`src/bale_pkg.sv`:
```
// Shared types and constants for the bounded array list engine.
`timescale 1ns / 1ps

package bale_pkg;

	// default list capacity
	localparam int CAPACITY_DEF = 16;

	// payload field widths
	localparam int OP_W   = 3;
	localparam int POS_W  = 4;
	localparam int VAL_W  = 8;
	localparam int ST_W   = 2;
	localparam int CNTO_W = 5;

	// request codes
	localparam logic [OP_W-1:0] OP_READ   = 3'd0;
	localparam logic [OP_W-1:0] OP_WRITE  = 3'd1;
	localparam logic [OP_W-1:0] OP_INSERT = 3'd2;
	localparam logic [OP_W-1:0] OP_REMOVE = 3'd3;
	localparam logic [OP_W-1:0] OP_SORTED = 3'd4;
	localparam logic [OP_W-1:0] OP_LOCATE = 3'd5;

	// result status codes
	typedef enum logic [ST_W-1:0] {
		ST_OK    = 2'd0,
		ST_RANGE = 2'd1,
		ST_FULL  = 2'd2,
		ST_EMPTY = 2'd3
	} status_t;

endpackage

```
`src/bale_req_if.sv`:
```
// Request channel interface of the list engine.
`timescale 1ns / 1ps

interface bale_req_if;
	logic                        valid;
	logic                        ready;
	logic [bale_pkg::OP_W-1:0]   operation;
	logic [bale_pkg::POS_W-1:0]  position;
	logic                        at_end;
	logic [bale_pkg::VAL_W-1:0]  byte_value;

	modport source (output valid, operation, position, at_end, byte_value, input ready);
	modport sink   (input valid, operation, position, at_end, byte_value, output ready);
endinterface

```
`src/bale_rsp_if.sv`:
```
// Result channel interface of the list engine.
`timescale 1ns / 1ps

interface bale_rsp_if;
	logic                         valid;
	logic                         ready;
	logic [bale_pkg::VAL_W-1:0]   read_data;
	logic                         found;
	logic [bale_pkg::POS_W-1:0]   found_position;
	logic [bale_pkg::ST_W-1:0]    status;
	logic [bale_pkg::CNTO_W-1:0]  entry_count;

	modport source (output valid, read_data, found, found_position, status, entry_count,
		input ready);
	modport sink   (input valid, read_data, found, found_position, status, entry_count,
		output ready);
endinterface

```
`src/bale_ram.sv`:
```
// Generic single-write, single-read RAM with registered read data.
`timescale 1ns / 1ps

module bale_ram #(
	parameter int WIDTH = 8,
	parameter int DEPTH = 16
) (
	input  logic                     clk,
	input  logic                     we,
	input  logic [$clog2(DEPTH)-1:0] waddr,
	input  logic [WIDTH-1:0]         wdata,
	input  logic [$clog2(DEPTH)-1:0] raddr,
	output logic [WIDTH-1:0]         rdata
);

	logic [WIDTH-1:0] mem_q [DEPTH];
	logic [WIDTH-1:0] rdata_q;

	// write port
	always_ff @(posedge clk) begin
		if (we) begin
			mem_q[waddr] <= wdata;
		end
	end

	// registered read port
	always_ff @(posedge clk) begin
		rdata_q <= mem_q[raddr];
	end

	assign rdata = rdata_q;

endmodule

```
`src/bounded_array_list_engine_top.sv`:
```
// Top level of the bounded array list engine: sequencer around one entry RAM.
`timescale 1ns / 1ps

// Ordered list of up to CAPACITY bytes held in a single-port-read RAM, walked by a
// small sequencer that shares one byte comparator. One request is taken at a time;
// req.ready is high only while the engine is idle. Every entry that is scanned or
// shifted takes a RAM read step, then a compare or write-back step, because the RAM
// has one registered read port. The result sits in an output register, so a new
// request is taken while the previous result waits. Entries at or above the count
// are never read, so the RAM needs no clearing pass after reset.
module bounded_array_list_engine_top #(
	parameter int CAPACITY = bale_pkg::CAPACITY_DEF
) (
	input  logic         clk,
	input  logic         arst_n,
	bale_req_if.sink     req,
	bale_rsp_if.source   rsp
);

	localparam int IDX_W = $clog2(CAPACITY);
	localparam int CNT_W = $clog2(CAPACITY + 1);
	localparam int CW    = (CNT_W > bale_pkg::CNTO_W) ? CNT_W : bale_pkg::CNTO_W;

	typedef enum logic [10:0] {
		S_IDLE    = 11'b000_0000_0001,
		S_RD_WAIT = 11'b000_0000_0010,
		S_SHUP_RD = 11'b000_0000_0100,
		S_SHUP_WR = 11'b000_0000_1000,
		S_SHDN_RD = 11'b000_0001_0000,
		S_SHDN_WR = 11'b000_0010_0000,
		S_SCAN_RD = 11'b000_0100_0000,
		S_SCAN_CMP= 11'b000_1000_0000,
		S_PUT     = 11'b001_0000_0000,
		S_CLR     = 11'b010_0000_0000,
		S_DONE    = 11'b100_0000_0000
	} state_t;

	state_t state_q, state_d;
	logic [CNT_W-1:0] cnt_q, cnt_d;
	logic [CNT_W-1:0] idx_q, idx_d;
	logic [CNT_W-1:0] tgt_q, tgt_d;
	logic [bale_pkg::OP_W-1:0]  op_q, op_d;
	logic [bale_pkg::VAL_W-1:0] val_q, val_d;

	// working result
	logic [bale_pkg::VAL_W-1:0] rd_q, rd_d;
	logic                       fnd_q, fnd_d;
	logic [bale_pkg::POS_W-1:0] fpos_q, fpos_d;
	bale_pkg::status_t          st_q, st_d;

	// output register
	logic                        rsp_vld_q;
	logic [bale_pkg::VAL_W-1:0]  out_rd_q;
	logic                        out_fnd_q;
	logic [bale_pkg::POS_W-1:0]  out_fpos_q;
	bale_pkg::status_t           out_st_q;
	logic [bale_pkg::CNTO_W-1:0] out_cnt_q;
	logic                        out_load;

	// RAM port
	logic                       mem_we;
	logic [IDX_W-1:0]           mem_waddr;
	logic [bale_pkg::VAL_W-1:0] mem_wdata;
	logic [IDX_W-1:0]           mem_raddr;
	logic [bale_pkg::VAL_W-1:0] mem_rdata;

	logic [CNT_W-1:0] idx_inc, idx_dec, cnt_dec;
	logic [CW-1:0]    pos_w, idx_w, cnt_w;
	logic [CNT_W-1:0] pos_idx;
	logic             empty, full, out_rng;
	logic             cmp_ge, cmp_eq;

	bale_ram #(
		.WIDTH (bale_pkg::VAL_W),
		.DEPTH (CAPACITY)
	) u_ram (
		.clk   (clk),
		.we    (mem_we),
		.waddr (mem_waddr),
		.wdata (mem_wdata),
		.raddr (mem_raddr),
		.rdata (mem_rdata)
	);

	// index arithmetic and request checks
	assign idx_inc = idx_q + CNT_W'(1);
	assign idx_dec = idx_q - CNT_W'(1);
	assign cnt_dec = cnt_q - CNT_W'(1);
	assign pos_w   = CW'(req.position);
	assign idx_w   = CW'(idx_q);
	assign cnt_w   = CW'(cnt_q);
	assign pos_idx = pos_w[CNT_W-1:0];
	assign empty   = (cnt_q == '0);
	assign full    = (cnt_q == CNT_W'(CAPACITY));
	assign out_rng = (pos_w >= cnt_w);

	// shared compare unit
	assign cmp_ge = (val_q >= mem_rdata);
	assign cmp_eq = (val_q == mem_rdata);

	assign req.ready = (state_q == S_IDLE);
	assign out_load  = (state_q == S_DONE) && (!rsp_vld_q || rsp.ready);

	// sequencer
	always_comb begin
		state_d   = state_q;
		cnt_d     = cnt_q;
		idx_d     = idx_q;
		tgt_d     = tgt_q;
		op_d      = op_q;
		val_d     = val_q;
		rd_d      = rd_q;
		fnd_d     = fnd_q;
		fpos_d    = fpos_q;
		st_d      = st_q;
		mem_we    = 1'b0;
		mem_waddr = idx_q[IDX_W-1:0];
		mem_wdata = mem_rdata;
		mem_raddr = idx_q[IDX_W-1:0];

		unique case (state_q)
			S_IDLE: begin
				if (req.valid) begin
					op_d    = req.operation;
					val_d   = req.byte_value;
					rd_d    = '0;
					fnd_d   = 1'b0;
					fpos_d  = '0;
					st_d    = bale_pkg::ST_OK;
					state_d = S_DONE;
					unique case (req.operation)
						bale_pkg::OP_READ: begin
							if (empty) begin
								st_d = bale_pkg::ST_EMPTY;
							end else if (out_rng) begin
								st_d = bale_pkg::ST_RANGE;
							end else begin
								mem_raddr = pos_idx[IDX_W-1:0];
								state_d   = S_RD_WAIT;
							end
						end
						bale_pkg::OP_WRITE: begin
							if (empty) begin
								st_d = bale_pkg::ST_EMPTY;
							end else if (out_rng) begin
								st_d = bale_pkg::ST_RANGE;
							end else begin
								mem_we    = 1'b1;
								mem_waddr = pos_idx[IDX_W-1:0];
								mem_wdata = req.byte_value;
							end
						end
						bale_pkg::OP_INSERT: begin
							if (full) begin
								st_d = bale_pkg::ST_FULL;
							end else if (req.at_end || empty) begin
								tgt_d   = cnt_q;
								state_d = S_PUT;
							end else if (out_rng) begin
								st_d = bale_pkg::ST_RANGE;
							end else begin
								tgt_d   = pos_idx;
								idx_d   = cnt_q;
								state_d = S_SHUP_RD;
							end
						end
						bale_pkg::OP_REMOVE: begin
							if (empty) begin
								st_d = bale_pkg::ST_EMPTY;
							end else if (req.at_end) begin
								idx_d   = cnt_dec;
								state_d = S_SHDN_RD;
							end else if (out_rng) begin
								st_d = bale_pkg::ST_RANGE;
							end else begin
								idx_d   = pos_idx;
								state_d = S_SHDN_RD;
							end
						end
						bale_pkg::OP_SORTED: begin
							if (full) begin
								st_d = bale_pkg::ST_FULL;
							end else begin
								idx_d   = '0;
								state_d = S_SCAN_RD;
							end
						end
						bale_pkg::OP_LOCATE: begin
							idx_d   = '0;
							state_d = S_SCAN_RD;
						end
						default: begin
							// unused codes: empty result, list untouched
						end
					endcase
				end
			end

			// registered read data of a read request
			S_RD_WAIT: begin
				rd_d    = mem_rdata;
				state_d = S_DONE;
			end

			// open a slot at tgt: move entries up one, top first
			S_SHUP_RD: begin
				if (idx_q == tgt_q) begin
					state_d = S_PUT;
				end else begin
					mem_raddr = idx_dec[IDX_W-1:0];
					state_d   = S_SHUP_WR;
				end
			end
			S_SHUP_WR: begin
				mem_we  = 1'b1;
				idx_d   = idx_dec;
				state_d = S_SHUP_RD;
			end

			// close the slot at idx: move later entries down one
			S_SHDN_RD: begin
				if (idx_inc >= cnt_q) begin
					state_d = S_CLR;
				end else begin
					mem_raddr = idx_inc[IDX_W-1:0];
					state_d   = S_SHDN_WR;
				end
			end
			S_SHDN_WR: begin
				mem_we  = 1'b1;
				idx_d   = idx_inc;
				state_d = S_SHDN_RD;
			end

			// walk entries from the bottom for sorted insert or locate
			S_SCAN_RD: begin
				if (idx_q == cnt_q) begin
					if (op_q == bale_pkg::OP_SORTED) begin
						tgt_d   = idx_q;
						state_d = S_PUT;
					end else begin
						state_d = S_DONE;
					end
				end else begin
					state_d = S_SCAN_CMP;
				end
			end
			S_SCAN_CMP: begin
				if (op_q == bale_pkg::OP_SORTED) begin
					if (cmp_ge) begin
						idx_d   = idx_inc;
						state_d = S_SCAN_RD;
					end else begin
						tgt_d   = idx_q;
						idx_d   = cnt_q;
						state_d = S_SHUP_RD;
					end
				end else if (cmp_eq) begin
					fnd_d   = 1'b1;
					fpos_d  = idx_w[bale_pkg::POS_W-1:0];
					state_d = S_DONE;
				end else begin
					idx_d   = idx_inc;
					state_d = S_SCAN_RD;
				end
			end

			// place the new byte
			S_PUT: begin
				mem_we    = 1'b1;
				mem_waddr = tgt_q[IDX_W-1:0];
				mem_wdata = val_q;
				cnt_d     = cnt_q + CNT_W'(1);
				state_d   = S_DONE;
			end

			// clear the freed top slot
			S_CLR: begin
				mem_we    = 1'b1;
				mem_waddr = cnt_dec[IDX_W-1:0];
				mem_wdata = '0;
				cnt_d     = cnt_dec;
				state_d   = S_DONE;
			end

			S_DONE: begin
				if (out_load) begin
					state_d = S_IDLE;
				end
			end

			default: begin
				state_d = S_IDLE;
			end
		endcase
	end

	// control registers
	always_ff @(posedge clk or negedge arst_n) begin
		if (!arst_n) begin
			state_q   <= S_IDLE;
			cnt_q     <= '0;
			idx_q     <= '0;
			rsp_vld_q <= 1'b0;
		end else begin
			state_q <= state_d;
			cnt_q   <= cnt_d;
			idx_q   <= idx_d;
			if (out_load) begin
				rsp_vld_q <= 1'b1;
			end else if (rsp.ready) begin
				rsp_vld_q <= 1'b0;
			end
		end
	end

	// payload registers
	always_ff @(posedge clk) begin
		tgt_q  <= tgt_d;
		op_q   <= op_d;
		val_q  <= val_d;
		rd_q   <= rd_d;
		fnd_q  <= fnd_d;
		fpos_q <= fpos_d;
		st_q   <= st_d;
		if (out_load) begin
			out_rd_q   <= rd_q;
			out_fnd_q  <= fnd_q;
			out_fpos_q <= fpos_q;
			out_st_q   <= st_q;
			out_cnt_q  <= cnt_w[bale_pkg::CNTO_W-1:0];
		end
	end

	assign rsp.valid          = rsp_vld_q;
	assign rsp.read_data      = out_rd_q;
	assign rsp.found          = out_fnd_q;
	assign rsp.found_position = out_fpos_q;
	assign rsp.status         = out_st_q;
	assign rsp.entry_count    = out_cnt_q;

	// count stays within capacity
	a_cnt_bound: assert property (@(posedge clk) disable iff (!arst_n)
		cnt_q <= CNT_W'(CAPACITY))
		else $error("entry count above capacity");

	// count moves only when a byte is placed or a slot freed
	a_cnt_step: assert property (@(posedge clk) disable iff (!arst_n)
		(state_q != S_PUT && state_q != S_CLR) |=> $stable(cnt_q))
		else $error("entry count changed outside put or clear");

	// no RAM write while idle with no request offered
	a_idle_nowr: assert property (@(posedge clk) disable iff (!arst_n)
		(state_q == S_IDLE && !req.valid) |-> !mem_we)
		else $error("RAM write while idle");

	// an accepted request leaves the idle state
	a_busy: assert property (@(posedge clk) disable iff (!arst_n)
		(req.valid && req.ready) |=> !req.ready)
		else $error("ready right after accept");

endmodule

```
`src/flat_wrapper.sv`:
```
// flat-port wrapper written by rule: the top's interface ports become plain ports
module bounded_array_list_engine_top_flat 
#(
	parameter int CAPACITY = bale_pkg::CAPACITY_DEF
)
  (clk, arst_n, req_valid, req_operation, req_position, req_at_end, req_byte_value, req_ready, rsp_valid, rsp_read_data, rsp_found, rsp_found_position, rsp_status, rsp_entry_count, rsp_ready);
  bale_req_if req_i ();
  bale_rsp_if rsp_i ();
  input  logic clk;
  input  logic arst_n;
  input wire logic [$bits(req_i.valid)-1:0] req_valid;
  input wire logic [$bits(req_i.operation)-1:0] req_operation;
  input wire logic [$bits(req_i.position)-1:0] req_position;
  input wire logic [$bits(req_i.at_end)-1:0] req_at_end;
  input wire logic [$bits(req_i.byte_value)-1:0] req_byte_value;
  output wire logic [$bits(req_i.ready)-1:0] req_ready;
  output wire logic [$bits(rsp_i.valid)-1:0] rsp_valid;
  output wire logic [$bits(rsp_i.read_data)-1:0] rsp_read_data;
  output wire logic [$bits(rsp_i.found)-1:0] rsp_found;
  output wire logic [$bits(rsp_i.found_position)-1:0] rsp_found_position;
  output wire logic [$bits(rsp_i.status)-1:0] rsp_status;
  output wire logic [$bits(rsp_i.entry_count)-1:0] rsp_entry_count;
  input wire logic [$bits(rsp_i.ready)-1:0] rsp_ready;
  assign req_i.valid = req_valid;
  assign req_i.operation = req_operation;
  assign req_i.position = req_position;
  assign req_i.at_end = req_at_end;
  assign req_i.byte_value = req_byte_value;
  assign req_ready = req_i.ready;
  assign rsp_valid = rsp_i.valid;
  assign rsp_read_data = rsp_i.read_data;
  assign rsp_found = rsp_i.found;
  assign rsp_found_position = rsp_i.found_position;
  assign rsp_status = rsp_i.status;
  assign rsp_entry_count = rsp_i.entry_count;
  assign rsp_i.ready = rsp_ready;
  bounded_array_list_engine_top #(.CAPACITY(CAPACITY)) u_core (.clk(clk), .arst_n(arst_n), .req(req_i), .rsp(rsp_i));
endmodule
```
`config.mk`:
```
export PLATFORM = sky130hd
export DESIGN_NAME = bounded_array_list_engine_top_flat
export DESIGN_NICKNAME = d
export VERILOG_FILES = /design/src/bale_pkg.sv /design/src/bale_req_if.sv /design/src/bale_rsp_if.sv /design/src/bale_ram.sv /design/src/bounded_array_list_engine_top.sv /design/src/flat_wrapper.sv
export SDC_FILE = /design/constraint.sdc
export NUM_CORES = 1
export LEC_CHECK = 0
export ABC_AREA = 0
export BUFFER_PORTS_ARGS = -buffer_cell sky130_fd_sc_hd__buf_2
export CAP_MARGIN = 40
export CORE_UTILIZATION = 45
export DETAILED_ROUTE_END_ITERATION = 8
export SETUP_SLACK_MARGIN = 0.5
export SYNTH_ARGS = -nofsm -noshare
export SYNTH_HDL_FRONTEND = slang
export SYNTH_SLANG_ARGS = --single-unit
```
`constraint.sdc`:
```
create_clock -name clk -period 6.4 [get_ports clk]
set_input_delay 1.28 -clock clk [delete_from_list [all_inputs] [get_ports clk]]
set_output_delay 1.28 -clock clk [all_outputs]
set_load 0.1 [all_outputs]
```
-- Yosys cells after proc, flatten, opt, wreduce, memory -nomap -nowiden
Memory sizes are Yosys's and may differ from the RTL's. A register that Yosys moved wholly into a read port is not among the register bits.
Index checks and enable logic that the tools add are counted.
- add/sub/neg operators: 4
- multiply operators: 0
- divide/modulo/power cells: 0
- magnitude comparators: 3
- eq/ne operators: 40
- shifts and indexed selects: 0
- muxes and demuxes: 85
- bitwise operators: 0
- reductions and logical operators: 21
- operators by type and width (cell ; count):
    $mux 11 ; 15
    $pmux 11 s9 ; 1
    $mux 5 ; 19
    $pmux 11 s5 ; 1
    $mux 4 ; 11
    $mux 8 ; 5
    $pmux 5 s4 ; 2
    $pmux 4 s3 ; 2
    $pmux 8 s3 ; 1
    $ne 3x3->1 const B ; 7
    $pmux 8 s2 ; 1
    $pmux 5 s3 ; 1
    $mux 1 ; 14
    $ne 2x1->1 const B ; 6
    $eq 11x1->1 const B ; 1
    $eq 11x10->1 const B ; 1
    $eq 11x11->1 const B ; 1
    $eq 11x2->1 const B ; 1
    $eq 11x3->1 const B ; 1
    $eq 11x4->1 const B ; 1
    $eq 11x5->1 const B ; 1
    $eq 11x6->1 const B ; 1
    $eq 11x7->1 const B ; 1
    $eq 11x8->1 const B ; 1
    other kinds (38) ; 57
- register bits: 73
- bits in latches: 0
- bits in writable memories: 128
- ROM bits: 0
- input bits: 20
- output and inout port bits: 22
- logic and storage cells: 170
- memories kept: 1
- memories (name ; words ; bits a word ; rd ports ; clocked after Yosys merged registers in ; write ports ; RTL line ; source):
    u_core.u_ram.mem_q ; 16 ; 8 ; 1 ; 1 ; 1 ; bale_ram.sv:16 ; logic [WIDTH-1:0] mem_q [DEPTH];

-- Longest topological paths before layout
Gate-level depths: netlist of run 1.
- depth after elaboration: 8
- gate-level depth with buffers: 17
- depth with buffers taken out: 13

-- By module
From an unflattened synthesis of run 1, not the netlist that was laid out.
- cell total of the unflattened synthesis: 721
- area, all modules: 9915.8 µm²
- modules (own cells, without submodules) (module ; instances ; cells an instance ; area an instance (µm²) ; seq. area each (µm²)):
    bale_ram ; 1 ; 229 ; 5147.4 ; 4003.8
    bounded_array_list_engine_top ; 1 ; 492 ; 4768.3 ; 2083.2

-- Worst setup path after synthesis of run 1
No wires, ideal clock.
- kind: in2reg
- from: in req_position[0]
- to: mem u_core.u_ram.mem_q[0][0] (enable)
- library setup time: 0.373 ns
- data arrival time: 4.167 ns
- required time: 6.027 ns
- path slack: 1.860 ns
- cell stages on the path: 12
- buffers on the path: 1
- path through: inv_1 ha_1 nand2b_1 a2111oi_0 o21ai_1 a21oi_2 nor3_1 buf_2 a22o_1 a211oi_2 and3_1 nor2b_1
- longest elaborated chain between the ends: 8
- elaborated cells between the ends (all ways): 13
- classes of those cells: order compare: 1; mux: 12
- ends and longest elaborated chain (what ; RTL line ; source):
    start: declaration ; flat_wrapper.sv:13 ; input wire logic [$bits(req_i.position)-1:0] req_position;
    $ge 4x5->1 ; bounded_array_list_engine_top.sv:95 ; assign out_rng = (pos_w >= cnt_w);
    $mux 1 ; bounded_array_list_engine_top.sv:145 ; end else if (out_rng) begin
    $mux 1 ; bounded_array_list_engine_top.sv:143 ; if (empty) begin
    $mux 1 ; bounded_array_list_engine_top.sv:131 ; unique case (req.operation)
    $mux 1 ; bounded_array_list_engine_top.sv:123 ; if (req.valid) begin
    $pmux 1 s2 ; bounded_array_list_engine_top.sv:121 ; unique case (state_q)
    $mux 1 ; bale_ram.sv:21 ; if (we) begin
    $mux 1 (implied by the code) ; bale_ram.sv:22 ; mem_q[waddr] <= wdata;
    end: declaration ; bale_ram.sv:16 ;
Parallel ways exist; a longest one is shown, timed or not.

-- Worst setup path in the final report of run 1
- from: reg u_core.idx_q[0]
- to: reg u_core.u_ram.rdata_q[7], in the netlist u_core.u_ram.rdata[7] (read register of u_core.u_ram.mem_q)
- longest elaborated chain between the ends: 5
- elaborated cells between the ends (all ways): 11
- classes of those cells: add/sub: 2; order compare: 1; eq/ne: 1; mux: 7
- ends and longest elaborated chain (what ; RTL line ; source):
    start: declaration ; bounded_array_list_engine_top.sv:40 ; logic [CNT_W-1:0] idx_q, idx_d;
    start signal: assignment ; bounded_array_list_engine_top.sv:308 ; idx_q <= idx_d;
    parallel branches: the longest is 4 deep, another holds $add 5x1->5 ; - ;
    $pmux 4 s3 (*) ; bounded_array_list_engine_top.sv:121 ;
    end: declaration ; bale_ram.sv:17 ; logic [WIDTH-1:0] rdata_q;
Mark *: on every way between the ends.
A chain may end at the register's enable or synchronous reset.

==> results of run 1 <==
[area by class of cell]
class / count / area (µm²) / share of cell area (%)
Tap cell: 280 / 350 / 3.13
Timing Repair Buffer: 55 / 323 / 2.88
Sequential cell: 209 / 6090 / 54.4
Clock inverter: 11 / 128 / 1.14
Multi-Input combinational cell: 582 / 3570 / 31.9
Inverter: 25 / 93.8 / 0.838
Clock buffer: 31 / 646 / 5.77
[critical path, delay by kind of cell (launching register included)]
| kind | cells | cell delay (ps) |
|---|---|---|
| adders and majority gates | 2 | 710 |
| AOI/OAI and AO/OA | 5 | 1350 |
| and+or+nand+nor | 3 | 850 |
| buffers and inverters | 2 | 790 |
| muxes | 1 | 280 |
| DFF | 1 | 660 |
[Yosys cell counts (all sizes together) (3+ instances only)]
cell type,n
a2111oi,4
a211o,5
a211oi,5
a21oi,67
a221oi,8
a22o,12
a22oi,32
a31oi,12
and2,3
buf,22
clkbuf,24
dfrtp,21
dfxtp,8
edfxtp,179
ha,22
inv,25
mux2i,10
nand2,126
nand2b,7
nand3,26
nand3b,5
nand4,11
nor2,67
nor2b,12
nor3,19
nor3b,4
nor4,16
nor4b,7
o211a,4
o211ai,6
o21a,3
o21ai,21
o221ai,8
or3,4
or4,4
or4b,7
xnor2,12
xor2,8
[path summary, 6_finish.rpt]
check	from	to	slack, ps	cells after the start
max in group asynchronous	arst_n	u_core.state_q[3]$_DFFE_PN0P_	5240	1
setup reg to reg	u_core.idx_q[0]$_DFFE_PN0P_	u_core.u_ram.rdata[7]$_DFF_P_	1640	13
hold / removal	u_core.fnd_q$_DFFE_PP_	u_core.rsp.found$_DFFE_PP_	420	0
hold reg to reg	u_core.fnd_q$_DFFE_PP_	u_core.rsp.found$_DFFE_PP_	420	0
setup / recovery	u_core.idx_q[0]$_DFFE_PN0P_	u_core.u_ram.rdata[7]$_DFF_P_	1640	13
min in group asynchronous	arst_n	u_core.idx_q[2]$_DFFE_PN0P_	750	1
[placed cells by master, fill, tap and decap left out, types with 7 or more instances in the layout]
| cell type | netlist | layout |
|---|---|---|
| a31oi_1 | 12 | 12 |
| buf_2 | 16 | 41 |
| dfxtp_1 | 8 | 8 |
| a22o_1 | 12 | 12 |
| a221oi_1 | 8 | 8 |
| ha_1 | 22 | 22 |
| edfxtp_1 | 179 | 179 |
| buf_4 | 1 | 13 |
| a21oi_1 | 66 | 66 |
| nor3_1 | 17 | 17 |
| nor2b_1 | 12 | 12 |
| mux2i_1 | 10 | 10 |
| o21ai_0 | 20 | 20 |
| xnor2_1 | 12 | 12 |
| nand2b_1 | 7 | 7 |
| a22oi_1 | 32 | 32 |
| clkbuf_16 | 0 | 23 |
| nor2_1 | 65 | 65 |
| inv_1 | 23 | 23 |
| dfrtp_1 | 21 | 21 |
| nand4_1 | 11 | 11 |
| nand3_1 | 26 | 26 |
| o221ai_1 | 8 | 8 |
| nor4_1 | 15 | 15 |
| xor2_1 | 8 | 8 |
| nand2_1 | 126 | 126 |
[cells by family after synthesis]
kind of cell / count (synthesis) / share of synthesized area (%)
AND/OR/NAND/NOR: 324 / 15.8
flip-flops: 209 / 61.0
AO/OA/AOI/OAI: 204 / 14.1
buffers and inverters: 71 / 3.28
adder cells (fa/ha/maj): 22 / 2.76
XOR/XNOR: 20 / 1.76
multiplexers: 12 / 1.23
[metrics by stage]
step	worst slack (ps)	util (%)	instances	hold slack (ps)	power [W]
after floorplan	1860	-	862	400	0.00328
after global placement	1200	47.8	1148	401	0.00382
after detailed placement	1180	47.9	1151	405	0.00384
after CTS	1720	51.5	1193	419	0.00519
after global routing	1340	51.5	1193	431	0.00546
final	1640	51.5	1193	417	0.00519
[sequential cells by signal, summed over array words and instances, names as in the netlist]
register,count
u_core.u_ram.mem_q,128
u_core.fpos_q,4
u_core.cnt_q,5
u_core.rsp.read_data,8
u_core.tgt_q,5
u_core.rsp.status,2
u_core.idx_q,5
u_core.rsp.found_position,4
u_core.rsp.entry_count,5
u_core.rsp.valid,1
u_core.op_q,3
u_core.val_q,8
u_core.state_q,11
u_core.rd_q,8
u_core.fnd_q,1
u_core.st_q,2
u_core.rsp.found,1
u_core.u_ram.rdata,8
[layer usage]
layer | wire [µm] | vias up
li1 | - | 3331
met1 | 12300 | 3493
met2 | 11400 | 331
met3 | 2140 | 52
met4 | 740 | 0
met5 | 0 | -
[where the power goes]
| part | internal, W | leakage (nW) | switching (W) |
|---|---|---|---|
| logic | 0.000565 | 1.66 | 0.00132 |
| registers | 0.00179 | 1.99 | 0.000165 |
| clock network | 0.000795 | 0.379 | 0.000552 |
| total | 0.00315 | 4.03 | 0.00204 |
==> flow_summary_export.csv, run 1 <==
group,metric,value,unit
status,status,"finished clean",
clock_network,hold_buffers,0,
cells_and_area,fin_nets,938,
die,start_util,45.9,%
clock_network,cts_buffer_depth,3,
clock_network,clock_latency,530,ps
route,drtIter0Drc,665,
synth,synth_area,9980,µm²
sta,hold_violations,0,
die,core_area,21800,µm²
die,num_rows,54,
global_routing,met3_usage,4.10,%
global_routing,grt_max_degree,38,
clock_network,post_cts_buffers,0,
place,gp_congestion,0.896,
clock_network,cts_resized,0,
synth,syn_inst,862,
setup_path,criticalPathCategory,"register to register",
sta,setup-tns-final,0,ps
global_routing,grt_pass1_vias,6779,
sta,finalCritPeriodShare,74.3,%
hold_path,hold_path_class,"register to register",
synth,synth.avg_cell_area,11.6,µm²
setup_path,endpoint_kind,"register",
setup_path,critPathMaxStageDelay,660,ps
cells_and_area,drive_gt1_share,13.0,%
synth,synth_cell_types,69,
die,die-area,22800,µm²
synth,yosysWarnings,0,
setup_path,crit_path_start_kind,"register",
synth,ys_seq_area_share,61.0,%
die,chipHeight,151,µm
global_routing,track_usage,23.9,%
sta,skew,17.2,ps
cells_and_area,stdcell_area,11200,µm²
pwr,vdd_drop_max,0.223,mV
place,io_buffers,41,
die,die_w,151,µm
clock_network,cts_tree,"built",
setup_path,cp_max_fo,37,
clock_network,numCtsBuffers,23,
clock_network,clk_pin_slew_worst_paths,60,ps
route,drc,0,
route,dr.pass1.iters,5,
global_routing,grt_util_met2,34.7,%
route,via_per_inst,6.04,
setup_path,cp.arrival,5190,ps
sta,post-route-min-period,4760,ps
sta,slew_headroom,40.6,%
sta,final-max-slew-violation-count,0,
cells_and_area,nFillCells,1897,
cells_and_area,diodes,0,
place,dpl.hpwl,18500,µm
global_routing,busiest_layer,"met1",
synth,syn_nets,904,
global_routing,grt_overflow,0,
clock_network,htree_num_levels,1,
synth,synth_ff_type,"edfxtp_1",
global_routing,grt_pass1_wl,40400,µm
setup_path,required,6830,ps
synth,synthDominantCellAreaShare,53.9,%
job,max-cap-violations,0,
route,drt_wl_total,26600,µm
route,wl_per_cell,22.3,µm
clock_network,cts.sinks,209,
setup_path,worstPathCellList,"inv_1, ha_1, ha_1, a211oi_1, nor2_1, nor4_1, mux2i_1, o211ai_4, buf_4, nand2_1, a22oi_1, a22oi_1, o221ai_1",
sta,tightestPinTransition,887,ps
place,placed_area,10400,µm²
cells_and_area,syn2layout_area_growth,12.2,%
pwr,p_per_area,463,nW/µm²
clock_network,cts-root-buf,"clkbuf_16",
die,num_io_pins,42,
sta,rsz0062_at_grt,"false",
route,vias,7207,
setup_path,slowest_stage,"dfrtp_1",
synth,synth_edf_count,179,
sta,setup_violations,0,
global_routing,antenna_found_initial,0,
synth,synthTopCellsByArea,"edfxtp_1 (54%), dfrtp_1 (5.3%), nand2_1 (4.7%), a21oi_1 (3.3%), ha_1 (2.8%)",
synth,yosys_register_bits,209,
route,drtAntennaViolNets,0,
synth,synth_largest_area_cell,"edfxtp_1",
global_routing,grtUsageMet1,36.2,%
pwr,leakagePower,4.03,nW
synth,synthArstFlopShare,10.5,%
sta,fmax,210,MHz
No activity file was read; power rests on OpenSTA's default activity.
==> run 2, diff against run 1 <==
==> constraint.sdc (replaced) <==
create_clock -name clk -period 3.9 [get_ports clk]
set_input_delay 0.78 -clock clk [delete_from_list [all_inputs] [get_ports clk]]
set_output_delay 0.78 -clock clk [all_outputs]
set_load 0.1 [all_outputs]
==> flow_summary_export.csv, run 2 (synthesis gave the netlist of run 1 again) <==
group,metric,value,unit
status,status,"finished clean",
die,die_w,151,µm
setup_path,critPathMaxStageDelay,570,ps
global_routing,grt_max_degree,33,
die,num_rows,54,
setup_path,crit_path_start_kind,"register",
global_routing,grt_pass1_wl,43300,µm
cells_and_area,largest_reg_flops,128,
route,dr.pass1.iters,6,
route,drtIter0Drc,737,
hold_path,hold_path_class,"input pin to async pin",
sta,finalCritPeriodShare,85.6,%
route,drtAntennaViolNets,0,
place,io_buffers,41,
pwr,combPwrFrac,45.8,%
sta,rsz0062_at_grt,"true",
pwr,switching_share,39.5,%
setup_path,cp.arrival,2560,ps
cells_and_area,drive_gt1_share,28.1,%
setup_path,required,3120,ps
cells_and_area,stdcell_area,12600,µm²
sta,hold_violations,0,
job,max-cap-violations,0,
sta,setup-tns-final,0,ps
global_routing,antenna_found_initial,0,
sta,post-route-min-period,3340,ps
setup_path,cp_max_fo,5,
pwr,switching_power,0.00379,W
place,dpl.hpwl,20200,µm
place,placed_area,11100,µm²
cells_and_area,nFillCells,1772,
setup_path,worstPathCellList,"or4b_4, or3_4, inv_12, buf_4, buf_2",
global_routing,grt_overflow,0,
sta,final-max-slew-violation-count,0,
clock_network,clock_latency,530,ps
die,start_util,45.9,%
global_routing,track_usage,25.7,%
pwr,vdd_drop_max,0.395,mV
clock_network,cts.sinks,209,
cells_and_area,fin_nets,1023,
setup_path,endpoint_kind,"output pin",
clock_network,cts_tree,"built",
die,core_area,21800,µm²
die,chipHeight,151,µm
cells_and_area,syn2layout_area_growth,25.9,%
cells_and_area,top_register,"u_core.u_ram.mem_q",
die,die-area,22800,µm²
clock_network,htree_num_levels,1,
clock_network,clk_pin_slew_worst_paths,60,ps
pwr,clockPowerShare,22.0,%
setup_path,slowest_stage,"dfstp_2",
place,gp_congestion,0.902,
cells_and_area,layout.cells.most_common_list,"edfxtp_1 (179), nand2_1 (119), buf_4 (76)",
sta,setup_violations,0,
cells_and_area,final_common_cell,"edfxtp_1",
sta,tightestPinTransition,793,ps
route,via_per_inst,6.02,
route,wl_per_cell,22.9,µm
pwr,pwr-share-seq,32.2,%
pwr,total_power,0.00960,W
sta,fmax,299,MHz
clock_network,cts_buffer_depth,3,
pwr,p_per_area,764,nW/µm²
cells_and_area,reg_top3,"u_core.u_ram.mem_q (128), u_core.state_q (11)",
pwr,leakagePower,4.56,nW
clock_network,cts-root-buf,"clkbuf_16",
sta,skew,23.1,ps
route,vias,7688,
route,drc,0,
global_routing,grt_pass1_vias,7370,
clock_network,numCtsBuffers,23,
die,num_io_pins,42,
route,drt_wl_total,29200,µm
pwr,internal_power,0.00581,W
setup_path,criticalPathCategory,"register to output pin",
setup_path,reg2regPathDepth,10,
sta,slew_headroom,46.7,%
cells_and_area,diodes,0,
==> run 2: cell types whose count changed in the layout (fill, tap and decap cells not counted), moves of 6 or more <==
cell     change
nand2_2      +6
a22oi_1     -11
buf_4       +63
nor2_4      +11
a22oi_2     +11
nand2_1      -7
nor2_1      -13
buf_6        +7
a21oi_1     -10
buf_12      +10
a21oi_2     +10
a31oi_1      -7
==> run 2: path summary, 6_finish.rpt <==
path	endpoint	slack (ps)	from
setup / recovery	req_ready	560	u_core.state_q[0]$_DFFE_PN1P_
hold / removal	u_core.cnt_q[0]$_DFFE_PN0P_	260	arst_n
setup reg to reg	u_core.u_ram.mem_q[1][7]$_DFFE_PP_	580	u_core.state_q[0]$_DFFE_PN1P_
hold reg to reg	u_core.rsp.read_data[7]$_DFFE_PP_	420	u_core.rd_q[7]$_SDFFCE_PN0P_
max in group asynchronous	u_core.state_q[5]$_DFFE_PN0P_	3220	arst_n
min in group clk	u_core.rsp.read_data[7]$_DFFE_PP_	420	u_core.rd_q[7]$_SDFFCE_PN0P_
==> run 2: power by group through the flow <==
stage / sequential [W] / combinational, W / clock [W]
floorplan: 0.00320 / 0.00228 / 0
global placement: 0.00311 / 0.00370 / 0
detailed placement: 0.00311 / 0.00372 / 0
CTS: 0.00307 / 0.00381 / 0.00214
global route: 0.00311 / 0.00470 / 0.00222
finish: 0.00309 / 0.00439 / 0.00211
==> run 2: what timing repair did <==
| action | in CTS | in global routing |
|---|---|---|
| setup endpoints to repair | 136 | 140 |
| cloned | 0 | 4 |
| hold buffers | 0 | 0 |
| buffers inserted | 2 | 15 |
| endpoints found under the hold margin | 0 | 0 |
| gates resized for setup | 20 | 80 |
| pin swaps | 2 | 31 |
==> run 2: per-stage QoR <==
stage               std cells  utilization (%)  hold slack (ps)  worst slack, ps
CTS                      1258             54.9              262              505
detailed placement       1215             51.1              406             28.9
global route             1277             57.8              287              453
finish                   1277             57.8              261              560
floorplan                 862                -              400              507
global placement         1215             51.1              401              131
==> run 2: area by class of cell <==
class / count / area [µm²] / area share (%)
flip-flops and latches: 209 / 6090 / 48.5
multi-input cells: 582 / 4120 / 32.8
repair buffers: 140 / 1170 / 9.31
clock buffers: 29 / 608 / 4.84
well taps: 280 / 350 / 2.79
clock inverters: 12 / 120 / 0.956
inverters: 25 / 106 / 0.846
==> run 2: routing by layer <==
metal	vias to the layer above	wire, µm	share of wire (%)	GRT usage [%]
met1	3799	12800	44	37.7
met3	43	2590	8.9	4.64
li1	3500	-	-	-
met4	0	551	1.9	7.25
met5	-	0	0	0
met2	346	13200	45	38.8
==> run 2: worst max-delay path: cells and delay by family (launching register included) <==
family	cells	cell delay [ps]
flip-flops	1	570
AND/OR/NAND/NOR	2	870
buffers and inverters	3	600
==> run 3, diff against run 2 <==
==> constraint.sdc (replaced) <==
create_clock -name clk -period 3.77 [get_ports clk]
set_input_delay 0.754 -clock clk [delete_from_list [all_inputs] [get_ports clk]]
set_output_delay 0.754 -clock clk [all_outputs]
set_load 0.1 [all_outputs]
==> flow_summary_export.csv, run 3 (synthesis gave the netlist of run 1 again) <==
group,metric,value,unit
route,dr.pass1.iters,5,
die,core_area,21800,µm²
cells_and_area,reg_top3,"u_core.u_ram.mem_q (128), u_core.state_q (11)",
global_routing,track_usage,24.6,%
cells_and_area,drive_gt1_share,32.7,%
setup_path,worstPathCellList,"or4_4, or3_4, inv_12, nand4_1, a21oi_2, nor3_4, a22o_1, a211oi_2, and3_4, nor2b_4",
die,start_util,45.9,%
place,gp_congestion,0.887,
cells_and_area,top_register,"u_core.u_ram.mem_q",
sta,finalCritPeriodShare,90.3,%
cells_and_area,syn2layout_area_growth,30.5,%
sta,fmax,294,MHz
cells_and_area,final_util,59.8,%
clock_network,numCtsBuffers,23,
status,status,"finished clean",
clock_network,cts-root-buf,"clkbuf_16",
pwr,vdd_drop_max,0.406,mV
place,io_buffers,41,
route,drtIter0Drc,608,
sta,rsz0062_at_grt,"true",
route,drt_wl_total,28300,µm
setup_path,critPathMaxStageDelay,530,ps
global_routing,grt_overflow,0,
cells_and_area,layout.cells.most_common_list,"edfxtp_1 (179), nand2_1 (116), buf_4 (82)",
sta,hold_violations,0,
setup_path,criticalPathCategory,"register to register",
setup_path,cp_max_fo,8,
sta,setup_violations,0,
cells_and_area,stdcell_area,13000,µm²
place,dpl.hpwl,19400,µm
clock_network,cts_tree,"built",
global_routing,grt_max_degree,41,
setup_path,slowest_stage,"or4_4",
cells_and_area,diodes,0,
job,max-cap-violations,0,
setup_path,required,3970,ps
cells_and_area,fin_nets,1037,
setup_path,crit_family,"simple AND/OR/NAND/NOR gates",
die,die_w,151,µm
sta,post-route-min-period,3400,ps
die,num_io_pins,42,
sta,layout_setup_ws,367,ps
clock_network,clk_pin_slew_worst_paths,60,ps
die,chipHeight,151,µm
pwr,leakagePower,4.70,nW
setup_path,reg2regPathDepth,10,
sta,final-max-slew-violation-count,0,
clock_network,hold_buffers,0,
route,drtAntennaViolNets,0,
clock_network,cts_buffer_depth,3,
route,vias,7628,
global_routing,antenna_found_initial,0,
sta,hold_slack,217,ps
setup_path,endpoint_kind,"register",
die,die-area,22800,µm²
route,wl_per_cell,21.9,µm
pwr,p_per_area,797,nW/µm²
place,placed_area,11100,µm²
die,num_rows,54,
route,drc,0,
sta,skew,8.32,ps
setup_path,crit_path_start_kind,"register",
global_routing,grt_pass1_wl,42100,µm
cells_and_area,largest_reg_flops,128,
clock_network,cts.sinks,209,
place,place_ws,47.1,ps
route,via_per_inst,5.90,
setup_path,path_buf_inv,1,
cells_and_area,final_common_cell,"edfxtp_1",
global_routing,grt_pass1_vias,7281,
clock_network,htree_num_levels,1,
sta,slew_headroom,46.0,%
setup_path,path_depth,10,
hold_path,hold_path_class,"input pin to async pin",
sta,tightestPinTransition,802,ps
setup_path,cp.arrival,3600,ps
clock_network,clock_latency,520,ps
-- run 3: changes by cell type in the layout (fill, tap and decap cells not counted), moves of 4 or more --
cell,before,now
buf_4,76,82
buf_6,7,12
nand3_1,25,20
buf_12,11,15
clkinv_1,6,2
-- run 3: report_power, final --
group | switching, W | total [W] | leakage [nW] | internal [W]
clock | 0.000918 | 0.00237 | 0.391 | 0.00145
sequential | 0.000178 | 0.00322 | 1.98 | 0.00304
combinational | 0.00293 | 0.00479 | 2.32 | 0.00186
-- run 3: worst register-to-register path: stages, from the launching register on --
cell and delay, ps:
dfrtp_2 450, or4_4 530, or3_4 440, inv_12 70, nand4_1 130, a21oi_2 300
nor3_4 80, a22o_1 210, a211oi_2 300, and3_4 270, nor2b_4 290
-- run 3: cell type report --
type,count,area (µm²)
multi-input cells,582,4320
clock buffers,31,626
clock inverters,11,171
fillers,1741,8740
inverters,25,109
flip-flops and latches,209,6090
well taps,280,350
repair buffers,154,1350
-- run 3: stage by stage --
step	cells	total power, W	setup TNS, ps
floorplan	862	0.00568	0
global placement	1215	0.00692	-11.1
detailed placement	1215	0.00693	0
CTS	1269	0.00951	0
global route	1292	0.0109	0
finish	1292	0.0104	0
-- run 3: path summary, 6_finish.rpt --
kind	startpoint	end	slack, ps
min in group clk	u_core.rd_q[1]$_SDFFCE_PN0P_	u_core.rsp.read_data[1]$_DFFE_PP_	420
worst max register to register	u_core.state_q[4]$_DFFE_PN0P_	u_core.u_ram.mem_q[1][5]$_DFFE_PP_	370
worst max-delay path	u_core.state_q[4]$_DFFE_PN0P_	u_core.u_ram.mem_q[1][5]$_DFFE_PP_	370
worst min register to register	u_core.rd_q[1]$_SDFFCE_PN0P_	u_core.rsp.read_data[1]$_DFFE_PP_	420
worst min-delay path	arst_n	u_core.cnt_q[4]$_DFFE_PN0P_	220
max in group asynchronous	arst_n	u_core.state_q[4]$_DFFE_PN0P_	3130
-- run 3: metal layers --
| metal | up-vias | wire length, µm | global-route usage [%] |
|---|---|---|---|
| li1 | 3542 | - | - |
| met3 | 51 | 2230 | 4.01 |
| met2 | 325 | 12500 | 36.8 |
| met5 | - | 0 | 0 |
| met1 | 3710 | 12800 | 37.1 |
| met4 | 0 | 650 | 6.30 |
-- run 3: repair_timing --
item	4_1_cts	5_1_grt
endpoints found under the setup margin	137	141
pin swaps	15	37
setup buffers	12	19
resized for setup	37	103
cloned	0	4
